`src/sv/dppf_pkg.sv`:
```
// shared types, widths, register codes and reset values of the dual plane framebuffer
package dppf_pkg;

  // field widths
  localparam int COORD_W   = 10;
  localparam int SIZE_W    = 11;
  localparam int COLOR_W   = 16;
  localparam int RADDR_W   = 13;
  localparam int BYTE_W    = 8;
  localparam int BIT_IDX_W = 3;
  localparam int BPR_W     = 9;
  // row * bytes-per-row + column byte reaches 1023 * 256 + 255
  localparam int CALC_ADDR_W = 19;

  // configuration port
  localparam int PDATA_W   = 32;
  localparam int PADDR_W   = 5;
  localparam int REG_IDX_W = 3;

  localparam logic [REG_IDX_W-1:0] REG_LOGICAL_WIDTH  = 3'd0;
  localparam logic [REG_IDX_W-1:0] REG_LOGICAL_HEIGHT = 3'd1;
  localparam logic [REG_IDX_W-1:0] REG_PHYSICAL_WIDTH = 3'd2;
  localparam logic [REG_IDX_W-1:0] REG_ROTATED        = 3'd3;
  localparam logic [REG_IDX_W-1:0] REG_RED_CODE       = 3'd4;
  localparam logic [REG_IDX_W-1:0] REG_BLACK_CODE     = 3'd5;

  localparam logic [SIZE_W-1:0]  RST_LOGICAL_WIDTH  = 11'd176;
  localparam logic [SIZE_W-1:0]  RST_LOGICAL_HEIGHT = 11'd264;
  localparam logic [SIZE_W-1:0]  RST_PHYSICAL_WIDTH = 11'd176;
  localparam logic               RST_ROTATED        = 1'b0;
  localparam logic [COLOR_W-1:0] RST_RED_CODE       = 16'hF800;
  localparam logic [COLOR_W-1:0] RST_BLACK_CODE     = 16'h0000;

  // item codes
  localparam logic MODE_WRITE  = 1'b0;
  localparam logic MODE_READ   = 1'b1;
  localparam logic PLANE_BLACK = 1'b0;
  localparam logic PLANE_RED   = 1'b1;

  localparam int PLANE_BYTES_DEF = 8192;

  // msb-first pixel mask within a byte
  localparam logic [BYTE_W-1:0] PIX_MSB = 8'h80;

  typedef struct packed {
    logic [SIZE_W-1:0]  logical_width;
    logic [SIZE_W-1:0]  logical_height;
    logic [SIZE_W-1:0]  physical_width;
    logic               rotated;
    logic [COLOR_W-1:0] red_code;
    logic [COLOR_W-1:0] black_code;
  } cfg_t;

  // decoded request leaving the address unit
  typedef struct packed {
    logic                   mode;
    logic                   plane;
    logic                   is_red;
    logic                   is_black;
    logic                   oor;
    logic [BIT_IDX_W-1:0]   bit_idx;
    logic [CALC_ADDR_W-1:0] addr;
  } req_t;

  function automatic logic [BYTE_W-1:0] pix_mask(input logic [BIT_IDX_W-1:0] idx);
    pix_mask = PIX_MSB >> idx;
  endfunction

endpackage

```
`src/sv/dppf_cfg.sv`:
```
// apb-style configuration register file
module dppf_cfg
  import dppf_pkg::*;
(
  input  logic               clk,
  input  logic               rst_n,
  input  logic               psel,
  input  logic               penable,
  input  logic               pwrite,
  input  logic [PADDR_W-1:0] paddr,
  input  logic [PDATA_W-1:0] pwdata,
  output logic [PDATA_W-1:0] prdata,
  output logic               pready,
  output cfg_t               cfg
);

  cfg_t                 cfg_r;
  cfg_t                 cfg_nxt;
  logic                 wr_en;
  logic [REG_IDX_W-1:0] idx;

  assign pready = 1'b1;
  assign wr_en  = psel && penable && pwrite && pready;
  assign idx    = paddr[PADDR_W-1:2];

  // register write decode
  always_comb begin
    cfg_nxt = cfg_r;
    if (wr_en) begin
      unique case (idx)
        REG_LOGICAL_WIDTH:  cfg_nxt.logical_width  = pwdata[SIZE_W-1:0];
        REG_LOGICAL_HEIGHT: cfg_nxt.logical_height = pwdata[SIZE_W-1:0];
        REG_PHYSICAL_WIDTH: cfg_nxt.physical_width = pwdata[SIZE_W-1:0];
        REG_ROTATED:        cfg_nxt.rotated        = pwdata[0];
        REG_RED_CODE:       cfg_nxt.red_code       = pwdata[COLOR_W-1:0];
        REG_BLACK_CODE:     cfg_nxt.black_code     = pwdata[COLOR_W-1:0];
        default:            cfg_nxt = cfg_r;
      endcase
    end
  end

  always_ff @(posedge clk) begin
    if (!rst_n) begin
      cfg_r.logical_width  <= RST_LOGICAL_WIDTH;
      cfg_r.logical_height <= RST_LOGICAL_HEIGHT;
      cfg_r.physical_width <= RST_PHYSICAL_WIDTH;
      cfg_r.rotated        <= RST_ROTATED;
      cfg_r.red_code       <= RST_RED_CODE;
      cfg_r.black_code     <= RST_BLACK_CODE;
    end else begin
      cfg_r <= cfg_nxt;
    end
  end

  // register read mux
  always_comb begin
    prdata = '0;
    unique case (idx)
      REG_LOGICAL_WIDTH:  prdata = PDATA_W'(cfg_r.logical_width);
      REG_LOGICAL_HEIGHT: prdata = PDATA_W'(cfg_r.logical_height);
      REG_PHYSICAL_WIDTH: prdata = PDATA_W'(cfg_r.physical_width);
      REG_ROTATED:        prdata = PDATA_W'(cfg_r.rotated);
      REG_RED_CODE:       prdata = PDATA_W'(cfg_r.red_code);
      REG_BLACK_CODE:     prdata = PDATA_W'(cfg_r.black_code);
      default:            prdata = '0;
    endcase
  end

  assign cfg = cfg_r;

endmodule

```
`config.mk`:
```
export PLATFORM = sky130hd
export DESIGN_NAME = dppf_cfg
export DESIGN_NICKNAME = d
export VERILOG_FILES = /design/src/sv/dppf_pkg.sv /design/src/sv/dppf_cfg.sv
export SDC_FILE = /design/constraint.sdc
export NUM_CORES = 1
export LEC_CHECK = 0
export BUFFER_PORTS_ARGS = -buffer_cell sky130_fd_sc_hd__clkbuf_2
export CAP_MARGIN = 10
export CORE_UTILIZATION = 48
export DETAILED_ROUTE_END_ITERATION = 8
export PLACE_DENSITY = 0.81
export SYNTH_ARGS = -nofsm -noshare
export SYNTH_HDL_FRONTEND = slang
export SYNTH_SLANG_ARGS = --single-unit
export TNS_END_PERCENT = 100
```
`constraint.sdc`:
```
create_clock -name clk -period 1.7 [get_ports clk]
set_clock_uncertainty 0.15 [all_clocks]
set_input_delay 0.34 -clock clk [delete_from_list [all_inputs] [get_ports clk]]
set_output_delay 0.34 -clock clk [all_outputs]
set_load 0.05 [all_outputs]
```
Yosys cells after proc, flatten, opt, wreduce, memory -nomap -nowiden:

Cells that the tools add are included.

* input port bits: 42
* register bits: 66
* output and inout port bits: 99

* mux-type cells: 1
* reductions and logical operators: 9
* equal/unequal tests: 5

Operators with widths (count)
* 16-bit case mux with 6 select lines: 1
* 2-bit AND reduction: 6
* 3-bit by 2-bit equality test with 1-bit output (second input constant): 2
* 3-bit equality test (second input constant): 2
* 3-bit by 1-bit equality test with 1-bit output (second input constant): 1
* 3-bit zero test: 1
* 1-bit logical AND: 2

Depth between registers and ports, before layout:

* word-level depth: 3
* mapped depth: 5
* depth with buffers taken out: 3

Least setup slack after synthesis:

OpenSTA, ideal clock, no wires.

* path type: input -> output
* start: input port paddr[2]
* end: output port prdata[4]
* stages: 5
* data arrival time: 1.814 ns
* path buffers: 2
* slack: -0.604 ns
* data required time: 1.210 ns
* path through: buf_4 -> buf_6 -> nor2b_1 -> a22oi_1 -> o22ai_1

* cells in the longest elaborated chain, start to end: 2

Ends and longest elaborated chain
* start: declaration: RTL line dppf_cfg.sv:10 `input logic [PADDR_W-1:0] paddr,`
* 3-bit equality test, or another cell as far along: RTL line dppf_cfg.sv:58 `unique case (idx)`
* 16-bit case mux with 6 select lines *: RTL line dppf_cfg.sv:58
* end: declaration: RTL line dppf_cfg.sv:12 `output logic [PDATA_W-1:0] prdata,`

Mark *: on every way between the ends. The rest lies on a longest branch, timed or not.

Final worst setup path:

* start: register cfg_r (netlist bit cfg[55])
* end: output port prdata[0]

* cells in the longest elaborated chain, start to end: 1

Ends and longest elaborated chain
* start: declaration: RTL line dppf_cfg.sv:17 `cfg_t cfg_r;`
* start signal: assignment: RTL line dppf_cfg.sv:51 `cfg_r <= cfg_nxt;`
* 16-bit case mux with 6 select lines: RTL line dppf_cfg.sv:58

No other way between the ends.

==> results.md <==
* Worst hold path type: in2reg
* Final hold vios at 0
* Ys Warns at 0
* Initial antenna violation count at 0
* Fmax at 515 MHz
* Final WS setup at -243 ps
* Max Slew Vio Count at 0
* Crit path to: prdata[0]
* Nets@finish at 523
* HPWL after DPL at 6.27 mm
* GP Congestion at 0.767
* RSZ-0062 raised after global routing: true
* CTS Sinks at 66
* CP max stage delay at about 470 ps
* CP startpoint kind: flop
* Routed length per instance at 17.3 microns
* #FFs+latches synth at 66
* I/O pins at 141
* Cell Pwr Density at 809 mW/mm^2
* Period utilization at 114%
* Critical path type: reg2out
* Max FFs per register at 66
* Crit. path cell count at 4
* H-tree levels at 3
* Area share of the largest cell type after synthesis at between 40% and 50%
* Synthesized area per cell at 9.52 sq um
* DRT Pass-1 Iters at 6
* Clk_lat worst skew at 350 ps
* Synth top area cells: dfxtp_1, mux2i_1, nand2_1
* ANT nets after route at 0
* Vias/cell at about 5.4
* Vias at 3027
* Data arrival time of the critical path at 1450 ps
* Crit end category: primary output
* Clk network pwr share at 44.8%
* Iter 0 DRT Violations at 191
* Critical-path cell list: mux4_2 -> inv_2 -> o22ai_4 -> buf_8
* Sw Ratio at 26.1%
* Routed WL at 9.71 mm
* Buf+Inv Stages, Crit Path at 2
* Place WS at -416 ps
* CP Max Fanout at 2
* Worst flop-to-flop path startpoint: cfg[36]
* Pint at 2.97 mW
* Chip Width at 84.1 microns
* Clock Tree Root: clkbuf_8
* CTS tree: yes
* DIE AREA at 0.00708 sq mm
* Area Growth Syn to Fin at 53.3%
* Synthesized cell area at 0.00324 sq mm
* Hold_buf cts at 0
* CTS Buf Count at 9
* Largest net degree at the start of global routing at 50
* Ys async rst share at 0%
* Post-synth EDFFs at 0
* Comb pwr share at 16.2%
* Row Count at 29
* Synth Flop Type: dfxtp_1
* Status: complete, but fails checks
* CP max-delay cell: mux4_2
* Max-Cap Viols at 0
* Worst vdd rail ir drop at 0.485 mV
* Reg power frac at 39.1%
* Die Span Y at 84.1 microns
* Core footprint at 0.00642 sq mm
* Clock slew at reported path FFs at 80 ps
* Leak pwr at 2.14 nW
* Netlist cell types at 30
* Diode count at 0
* Initial Util at about half
* Critical Path RT at 1210 ps
* Share of post-route cells with drive strength above 1 at 53.3%
* IO Port Bufs at about 110
* Failing checks: DRC, setup timing
* Largest area contributor in the synthesized netlist: dfxtp_1
* Bufs on Longest Clock Path at 2
* # DRC at 18
* Worst reg2reg setup slack at 750 ps
* Fin crit period at 1940 ps
* Synth Instances at 340
* Total gr overflow at 0
* Vias in the first global route at 3149
* Final setup viols at 11
* Worst Setup SP: cfg[55]
* GRT Total Usage at 28.4%
* Register area share after synthesis at 40.8%
* Post-layout util at 77.3%
* Sw power at 1.05 mW
* First-pass GRT wire length at 15.6 mm
* Reg-to-reg endpoint: cfg[36]
* CP delay by family, top: multiplexers
* R2r worst-path depth at 4
## cell usage in the layout, fill, tap and decap left out, types with 6 or more instances in the layout
master     n
nand2_1   69
clkbuf_8  13
o22ai_4    7
buf_12     6
nor2_4     7
buf_4     41
conb_1    17
nor2b_1   19
a22oi_2   12
buf_8     16
dfxtp_2   34
dfxtp_1   32
mux2i_1   72
clkbuf_2  86
## worst min-delay path, cell delays in order
cell and delay (ps):
clkbuf_2 90, nand2_1 50, mux2i_1 60
## logic make-up after synthesis
| logic type | Yosys count | share of synthesized area [%] |
|---|---|---|
| buf+inv | 45 | 8.77 |
| compound gates | 37 | 8.08 |
| mux | 84 | 26.6 |
| simple gates | 106 | 15.5 |
| flops | 66 | 40.8 |
| other cells | 2 | 0.232 |
## final cells by class
cell class / instances / area, sq um
clock buffers: 10 / 138
clock inverters: 6 / 138
fillers: 431 / 1460
inverters: 3 / 11.3
multi-input cells: 244 / 2010
flip-flops and latches: 66 / 1360
well taps: 77 / 96.3
repair buffers: 157 / 1210
## worst min-delay path by stage
stage          slack (ps)       start  cells after the start  endpoint
6_report               80  pwdata[12]                      3   cfg[12]
4_1_cts                70  pwdata[12]                      3   cfg[12]
5_1_grt               100  pwdata[13]                      3   cfg[13]
3_3_place_gp          300     cfg[20]                      2   cfg[20]
3_5_place_dp          310      cfg[0]                      2    cfg[0]
2_1_floorplan         330  pwdata[11]                      2   cfg[11]
## repair_timing
item | in CTS | in global routing
setup endpoints to repair | 16 | 16
pin swaps | 9 | 3
gates resized for setup | 70 | 29
cloned | 1 | 0
setup buffers | 14 | 1
## metal layers
metal / vias to the layer above / wire length [microns] / GRT usage [%]
met2: 112 / 4860 / 48.1
met5: - / 0 / 0
li1: 1425 / - / -
met3: 14 / 597 / 8.65
met1: 1476 / 4130 / 34.7
met4: 0 / 126 / 8.62
## power groups by stage
| stage | Sequential [mW] | Combinational (mW) | Clock (mW) |
|---|---|---|---|
| 2_1_floorplan | 1.64 | 0.397 | 0 |
| 3_3_place_gp | 1.60 | 0.532 | 0 |
| 3_5_place_dp | 1.60 | 0.542 | 0 |
| 4_1_cts | 1.57 | 0.617 | 1.81 |
| 5_1_grt | 1.57 | 0.676 | 1.88 |
| 6_report | 1.57 | 0.649 | 1.80 |
## cell usage after synthesis, drive strengths merged (2+ instances only)
cell,instances
nor2b,22
o22ai,7
conb,2
dfxtp,66
o21ai,6
buf,29
o21a,4
o2bb2ai,4
mux2,6
nand2,69
inv,3
mux2i,77
nand2b,2
nor2,8
a22oi,12
o311ai,2
clkbuf,13
## stage by stage
step	setup TNS [ps]	hold slack [ps]	instance area (sq um)	cells	total power [mW]
2_1_floorplan	-402	332	3570	355	2.04
3_3_place_gp	-15620	299	4210	531	2.13
3_5_place_dp	-18700	311	4210	531	2.14
4_1_cts	-1620	73.3	4870	562	4.00
5_1_grt	-1930	99.1	4960	563	4.13
6_report	-1410	83.6	4960	563	4.02
No activity file was read; power rests on OpenSTA's default activity.
