===== src/sv/dppf_pkg.sv =====
// shared types, widths, register codes and reset values of the dual plane framebuffer
package dppf_pkg;

  // field widths
  localparam int COORD_W   = 10;
  localparam int SIZE_W    = 11;
  localparam int COLOR_W   = 16;
  localparam int RADDR_W   = 13;
  localparam int BYTE_W    = 8;
  localparam int BIT_IDX_W = 3;
  localparam int BPR_W     = 9;
  // row * bytes-per-row + column byte reaches 1023 * 256 + 255
  localparam int CALC_ADDR_W = 19;

  // configuration port
  localparam int PDATA_W   = 32;
  localparam int PADDR_W   = 5;
  localparam int REG_IDX_W = 3;

  localparam logic [REG_IDX_W-1:0] REG_LOGICAL_WIDTH  = 3'd0;
  localparam logic [REG_IDX_W-1:0] REG_LOGICAL_HEIGHT = 3'd1;
  localparam logic [REG_IDX_W-1:0] REG_PHYSICAL_WIDTH = 3'd2;
  localparam logic [REG_IDX_W-1:0] REG_ROTATED        = 3'd3;
  localparam logic [REG_IDX_W-1:0] REG_RED_CODE       = 3'd4;
  localparam logic [REG_IDX_W-1:0] REG_BLACK_CODE     = 3'd5;

  localparam logic [SIZE_W-1:0]  RST_LOGICAL_WIDTH  = 11'd176;
  localparam logic [SIZE_W-1:0]  RST_LOGICAL_HEIGHT = 11'd264;
  localparam logic [SIZE_W-1:0]  RST_PHYSICAL_WIDTH = 11'd176;
  localparam logic               RST_ROTATED        = 1'b0;
  localparam logic [COLOR_W-1:0] RST_RED_CODE       = 16'hF800;
  localparam logic [COLOR_W-1:0] RST_BLACK_CODE     = 16'h0000;

  // item codes
  localparam logic MODE_WRITE  = 1'b0;
  localparam logic MODE_READ   = 1'b1;
  localparam logic PLANE_BLACK = 1'b0;
  localparam logic PLANE_RED   = 1'b1;

  localparam int PLANE_BYTES_DEF = 8192;

  // msb-first pixel mask within a byte
  localparam logic [BYTE_W-1:0] PIX_MSB = 8'h80;

  typedef struct packed {
    logic [SIZE_W-1:0]  logical_width;
    logic [SIZE_W-1:0]  logical_height;
    logic [SIZE_W-1:0]  physical_width;
    logic               rotated;
    logic [COLOR_W-1:0] red_code;
    logic [COLOR_W-1:0] black_code;
  } cfg_t;

  // decoded request leaving the address unit
  typedef struct packed {
    logic                   mode;
    logic                   plane;
    logic                   is_red;
    logic                   is_black;
    logic                   oor;
    logic [BIT_IDX_W-1:0]   bit_idx;
    logic [CALC_ADDR_W-1:0] addr;
  } req_t;

  function automatic logic [BYTE_W-1:0] pix_mask(input logic [BIT_IDX_W-1:0] idx);
    pix_mask = PIX_MSB >> idx;
  endfunction

endpackage


===== src/sv/dppf_addr.sv =====
// two-stage address unit: clamp and axis mapping, then byte address and range check
module dppf_addr
  import dppf_pkg::*;
#(
  parameter int PLANE_BYTES = PLANE_BYTES_DEF
) (
  input  logic               clk,
  input  cfg_t               cfg,
  input  logic               load1,
  input  logic               load2,
  input  logic               mode,
  input  logic [COORD_W-1:0] x,
  input  logic [COORD_W-1:0] y,
  input  logic [COLOR_W-1:0] color,
  input  logic               read_plane,
  input  logic [RADDR_W-1:0] read_address,
  output req_t               req
);

  localparam logic [CALC_ADDR_W-1:0] STORE_LIM = CALC_ADDR_W'(PLANE_BYTES);

  // stage one registers
  logic               mode1_r;
  logic               plane1_r;
  logic               red1_r;
  logic               black1_r;
  logic [RADDR_W-1:0] raddr1_r;
  logic [SIZE_W-1:0]  col1_r;
  logic [COORD_W-1:0] row1_r;

  logic [SIZE_W-1:0]  wlim;
  logic [SIZE_W-1:0]  hlim;
  logic [COORD_W-1:0] xc;
  logic [COORD_W-1:0] yc;
  logic [SIZE_W-1:0]  col1_nxt;
  logic [COORD_W-1:0] row1_nxt;

  // clamp limits, zero size clamps to zero
  assign wlim = (cfg.logical_width  != '0) ? cfg.logical_width  - 1'b1 : '0;
  assign hlim = (cfg.logical_height != '0) ? cfg.logical_height - 1'b1 : '0;
  assign xc   = ({1'b0, x} > wlim) ? wlim[COORD_W-1:0] : x;
  assign yc   = ({1'b0, y} > hlim) ? hlim[COORD_W-1:0] : y;

  // rotated mode swaps the axes and mirrors the column
  always_comb begin
    if (cfg.rotated) begin
      col1_nxt = hlim - {1'b0, yc};
      row1_nxt = xc;
    end else begin
      col1_nxt = {1'b0, xc};
      row1_nxt = yc;
    end
  end

  always_ff @(posedge clk) begin
    if (load1) begin
      mode1_r  <= mode;
      plane1_r <= read_plane;
      red1_r   <= (color == cfg.red_code);
      black1_r <= (color == cfg.black_code);
      raddr1_r <= read_address;
      col1_r   <= col1_nxt;
      row1_r   <= row1_nxt;
    end
  end

  // stage two: row * bytes-per-row + column byte
  logic [SIZE_W:0]           bpr_sum;
  logic [BPR_W-1:0]          bpr;
  logic [CALC_ADDR_W-1:0]    pix_addr;
  logic [CALC_ADDR_W-1:0]    addr2_nxt;
  req_t                      req_r;
  req_t                      req_nxt;

  assign bpr_sum  = {1'b0, cfg.physical_width} + (SIZE_W+1)'(7);
  assign bpr      = bpr_sum[SIZE_W:3];
  assign pix_addr = CALC_ADDR_W'(row1_r) * CALC_ADDR_W'(bpr)
                  + CALC_ADDR_W'(col1_r[SIZE_W-1:BIT_IDX_W]);
  assign addr2_nxt = (mode1_r == MODE_READ) ? CALC_ADDR_W'(raddr1_r) : pix_addr;

  always_comb begin
    req_nxt.mode     = mode1_r;
    req_nxt.plane    = plane1_r;
    req_nxt.is_red   = red1_r;
    req_nxt.is_black = black1_r;
    req_nxt.bit_idx  = col1_r[BIT_IDX_W-1:0];
    req_nxt.addr     = addr2_nxt;
    req_nxt.oor      = (addr2_nxt >= STORE_LIM);
  end

  always_ff @(posedge clk) begin
    if (load2) begin
      req_r <= req_nxt;
    end
  end

  assign req = req_r;

endmodule


===== config.mk =====
export PLATFORM = sky130hd
export DESIGN_NAME = dppf_addr
export DESIGN_NICKNAME = d
export VERILOG_FILES = /design/src/sv/dppf_pkg.sv /design/src/sv/dppf_addr.sv
export SDC_FILE = /design/constraint.sdc
export NUM_CORES = 1
export LEC_CHECK = 0
export BUFFER_PORTS_ARGS = -buffer_cell sky130_fd_sc_hd__buf_4
export CAP_MARGIN = 20
export CELL_PAD_IN_SITES_DETAIL_PLACEMENT = 0
export CELL_PAD_IN_SITES_GLOBAL_PLACEMENT = 1
export CORE_MARGIN = 8
export CORE_UTILIZATION = 45
export DETAILED_ROUTE_END_ITERATION = 7
export PLACE_DENSITY = 0.83
export REMOVE_ABC_BUFFERS = 1
export SYNTH_ARGS = -nofsm -noshare
export SYNTH_HDL_FRONTEND = slang
export SYNTH_SLANG_ARGS = --single-unit

===== constraint.sdc =====
create_clock -name clk -period 13.1 [get_ports clk]
set_input_delay 0.655 -clock clk [delete_from_list [all_inputs] [get_ports clk]]
set_output_delay 0.655 -clock clk [all_outputs]
set_load 0.05 [all_outputs]

---- Word level (Yosys, flattened, before mapping) ----
Index checks and enable logic that the tools add are counted.
word-level totals
  input port bits ......................... 120
  register bits after elaboration ......... 65
  logic and storage cells ................. 35
  output and inout port bits .............. 27
operators by class
  reductions and logical operators ........ 2
  muxes and demuxes ....................... 7
  magnitude comparators ................... 3
  multiply operators ...................... 1
  equal/unequal tests ..................... 2
  $add $sub $neg .......................... 5
operators by type and width
  cell                     count
  $mux W10                 4
  $eq A16 B16 Y1           2
  $gt A10 B11 Y1           2
  $mux W11                 2
  $reduce_bool A11 Y1      2
  $sub A11 B1 Y11 const B  2
  $add A19 B8 Y19          1
  $ge A19 B14 Y1 const B   1
  $mul A10 B9 Y19          1
  $mux W19                 1
  $add A11 B3 Y12 const B  1
  $sub A11 B10 Y11         1

---- Depth between registers and ports, before layout ----
  depth in word-level cells ............... 6
  mapped depth ............................ 29
  mapped depth without buffers ............ 27

---- Worst setup path before layout ----
Ideal clock, no wire load.
  path kind ............................... input port to flip-flop
  start point ............................. in cfg[33] (netlist name)
  end point ............................... reg req_r (netlist bit req[22]) (data pin)
  slack ................................... 6536 ps
  library setup time ...................... 275 ps
  stages .................................. 25
  data arrival time ....................... 6288 ps
  data required time ...................... 12825 ps
  cell sequence ........................... nor3_1 -> nor2b_1 -> nand4_1 -> inv_1 -> and3_1 -> nand2_1 -> xor2_1 -> nor2b_1 -> fa_1 -> inv_1 -> fa_1 -> inv_1 -> fa_1 -> inv_1 -> fa_1 -> inv_1 -> ha_1 -> ha_1 -> and2_1 -> a311o_1 -> and2_1 -> a221oi_2 -> xor2_1 -> and3_1 -> a41oi_1
RTL lines
  element                 RTL line         text
  start: declaration      dppf_addr.sv:8   input cfg_t cfg,
  end signal: assignment  dppf_addr.sv:93  req_r <= req_nxt;
  end: declaration        dppf_addr.sv:72  req_t req_r;

==> run summary <==
row cnt = 47
startpoint types = input pin
register bit count reported by yosys = 65
Top cell by count, worst path = fa_1
Worst EP arrival = 6.79 ns
r2r setup slk = 7.49 ns
Final nets = 1,184
synthesized cell area = 7527 sq um
Die X = 145.3 microns
sequential-to-total area share from yosys stat = 25.93%
# fillers = 1,563
CTS tree = done
antenna-violating nets left = 0
Avg Inst Size Synth = 9.801 sq um
Final min period = 6.753 ns
Power Dens Cells = 188.7 nW/um^2
WL final = 16.66 mm
setup clock skew after layout = 0.008851 ns
leakage power = 4.356 nW
pin count of the biggest net entering global routing = 39
Post-Synthesis Cells = 768
detailed placement HPWL = 14.36 mm
Synth Area in XOR/XNOR = 8.145%
Bufs on Longest Clock Path = 2
vias per inst = 4.982
largest family of logic cells by synthesized area = adder cells
post-CTS setup buffers = 0
initial DRC count = 209
first-pass GRT wire length = 27.43 mm
Post-synth ARST share = 0%
CP max stage cell = xor2_1
status = completed
initial antenna violation count = 0
Sum Neg Setup Slack = 0 ns
Netlist cell types = 49
clock buffer count from CTS = 9
fin crit share = 51.55%
cells along the critical path = buf_4, nor3_1, nor2b_1, nand4_1, inv_1, and3_1, nand2_1, xor2_1, nor2b_1, fa_1, fa_1, fa_1, fa_1, ha_1, ha_1, a21oi_1, o21ai_0, o21a_1, a311o_1, and2_1, a221oi_2, xor2_1, and3_1, a41oi_1
worst reg2reg path depth = 19
num ports = 147
final RePlAce weighted congestion = 0.8329
CTS root buf = clkbuf_16
die height = 145.3 microns
starting density of the core = 45.71%
CTS clk-pin slew, worst paths = 0.05 ns
post-route worst setup slack = 6.347 ns
post-place setup slack = 5.969 ns
number of synthesized flops with an enable pin = 65
Final Hold Vio Count = 0
WHS = 0.4167 ns
worst hold path startpoint = red1_r
total grt overflow = 0
Post-CTS Hold Fix Bufs = 0
ant diodes = 0
Resized Gates After CTS = 0
Vias = 5,670
TritonRoute pass-1 iters = 4
Die Area = 21,120 sq um
Clock Sinks = 65
clock latency on the worst-skew pair = 0.34 ns
final non-filler cell total = 1,138
power consumption = 0.001724 W
IO Port Bufs = 146
Hold Path Class = reg -> reg
adder-cell area share of the yosys netlist = 31.28%
Worst path max stage delay = 0.52 ns
unrepaired setup endpoints after global routing = false
relative slew slack = 37.03%
Max Cap Violations = 0
final setup violation count = 0
Synth Flop Type = edfxtp_1
DRC = 0
synth-to-layout area growth = 21.43%
fin. max-slew vios = 0
core area = 16,470 sq um
CP required = 13.13 ns
worst reg2reg endpoint = req[22]
Ys Warns = 0
CTS H-tree lvls = 3
vias in the first global route = 5,823
dpl cells = 1,122
RR Startpoint = row1_r[1]
peak supply drop = 0.1778 mV
Worst Path Class, Setup = in -> reg
mux cell area share after synthesis = 3.657%
crit path max fanout = 10
Worst Hold Path Cells = 0
Simple-Gate Fraction of Synth Area = 16.16%
Global Route Usage Sum = 15.76%
Critical Path End Type = flop
area fraction in compound gates after synthesis = 9.092%
FMAX = 0.1481 GHz
layout cells sized above 1 = 18.95%
drt wl/cell = 14.64 microns
worst min-delay path endpoint = req[24]
Slew @ Worst Pin = 0.9446 ns
-- cell usage after synthesis (2+ instances only) --
cell type | n | area [sq um]
xor2_1 | 15 | 131.4
nand4_1 | 10 | 62.56
nor4_1 | 6 | 37.54
xnor2_1 | 55 | 481.7
nor2_1 | 32 | 120.1
and2_1 | 19 | 118.9
inv_1 | 99 | 371.6
o21ai_1 | 8 | 40.04
a21o_1 | 14 | 105.1
or4_1 | 2 | 15.01
nand2b_1 | 15 | 93.84
o221ai_1 | 2 | 17.52
fa_1 | 62 | 1241
or3_1 | 2 | 12.51
and3_1 | 6 | 37.54
nand3b_1 | 3 | 22.52
o21bai_1 | 2 | 15.01
mux2i_1 | 23 | 230.2
nor2b_1 | 44 | 275.3
edfxtp_1 | 65 | 1952
a31oi_1 | 2 | 12.51
nand3_1 | 10 | 50.05
clkbuf_1 | 11 | 41.29
nand2_1 | 75 | 281.5
a21oi_1 | 23 | 115.1
o31ai_1 | 3 | 22.52
ha_1 | 89 | 1114
mux2_2 | 4 | 45.04
o21ai_0 | 31 | 155.2
o21a_1 | 8 | 60.06
nor3_1 | 10 | 50.05
-- where the power goes --
part | leakage (nW) | internal, W | total [W] | switching [W]
Combinational | 3.57 | 0.000497 | 0.00117 | 0.000670
Clock | 0.143 | 0.000147 | 0.000238 | 0.0000917
Sequential | 0.641 | 0.000298 | 0.000319 | 0.0000208
-- per-layer routing --
| layer | vias to the layer above | GRT usage, % | wire length (microns) |
|---|---|---|---|
| met1 | 2667 | 19.17 | 7552 |
| met5 | - | 0 | 0 |
| met4 | 0 | 4.945 | 237 |
| met3 | 15 | 3.327 | 647 |
| li1 | 2889 | - | - |
| met2 | 99 | 27.38 | 8226 |
-- flip-flops by register name (all words and copies together), names as in the netlist --
signal / flops
row1_r: 10
mode1_r: 1
col1_r: 11
black1_r: 1
raddr1_r: 13
req: 27
plane1_r: 1
red1_r: 1
-- critical path: cells and delay by family --
kind            cells  cell delay [ns]
simple gates        8             1.36
xor+xnor            2             0.72
buf+inv             2             0.17
compound gates      6             1.19
fa+ha+maj           6             2.68
-- final cells by class --
class	instances	area (sq um)	share of cell area, %
sequential	65	1952	21.36
inverter	99	371.6	4.066
clock buffer	9	225.2	2.464
timing repair buffer	147	1104	12.07
clock inverter	7	68.82	0.7529
multi-input combinational	591	5144	56.28
tap	220	275.3	3.012
-- per-stage QoR --
stage / util (%) / area (sq um)
after CTS: 55.51 / 9140
after global routing: 55.51 / 9140
after detailed placement: 53.72 / 8846
after floorplan: - / 7467
final: 55.51 / 9140
after global placement: 53.72 / 8846
-- how the worst max path moves through the flow --
stage | cells after the start | to | slack (ns) | start
after floorplan | 25 | req[22] | 6.51 | cfg[33]
after global placement | 24 | req[22] | 6.04 | cfg[33]
after detailed placement | 26 | req[22] | 5.97 | cfg[33]
after CTS | 24 | req[22] | 6.32 | cfg[33]
after global routing | 24 | req[22] | 5.87 | cfg[33]
final | 24 | req[22] | 6.35 | cfg[33]
-- placed cells by master (no fill, tap or decap), drive strengths merged, types with 2 or more instances in the layout --
cell type,instances
and3,6
o221ai,2
xor2,15
mux2i,23
nor4,7
nand4,10
nand2,75
nand2b,15
a21oi,25
o31ai,3
or3,3
nor2b,44
a21o,14
xnor2,55
edfxtp,65
nor2,32
a31oi,2
a41oi,2
fa,62
o21ai,39
buf,147
nand3b,3
o21a,9
and2,19
nand3,10
inv,100
clkinv,4
ha,89
clkbuf,9
nor3,10
o21bai,2
mux2,4
or4,2
-- kinds of logic after synthesis --
group,count (synthesis)
AOI/OAI and AO/OA,105
xor gates and xnor gates,70
adders and majority gates,151
buffers and inverters,112
DFF,65
muxes,27
and+or+nand+nor,238
(Power assumes the default switching activity.)
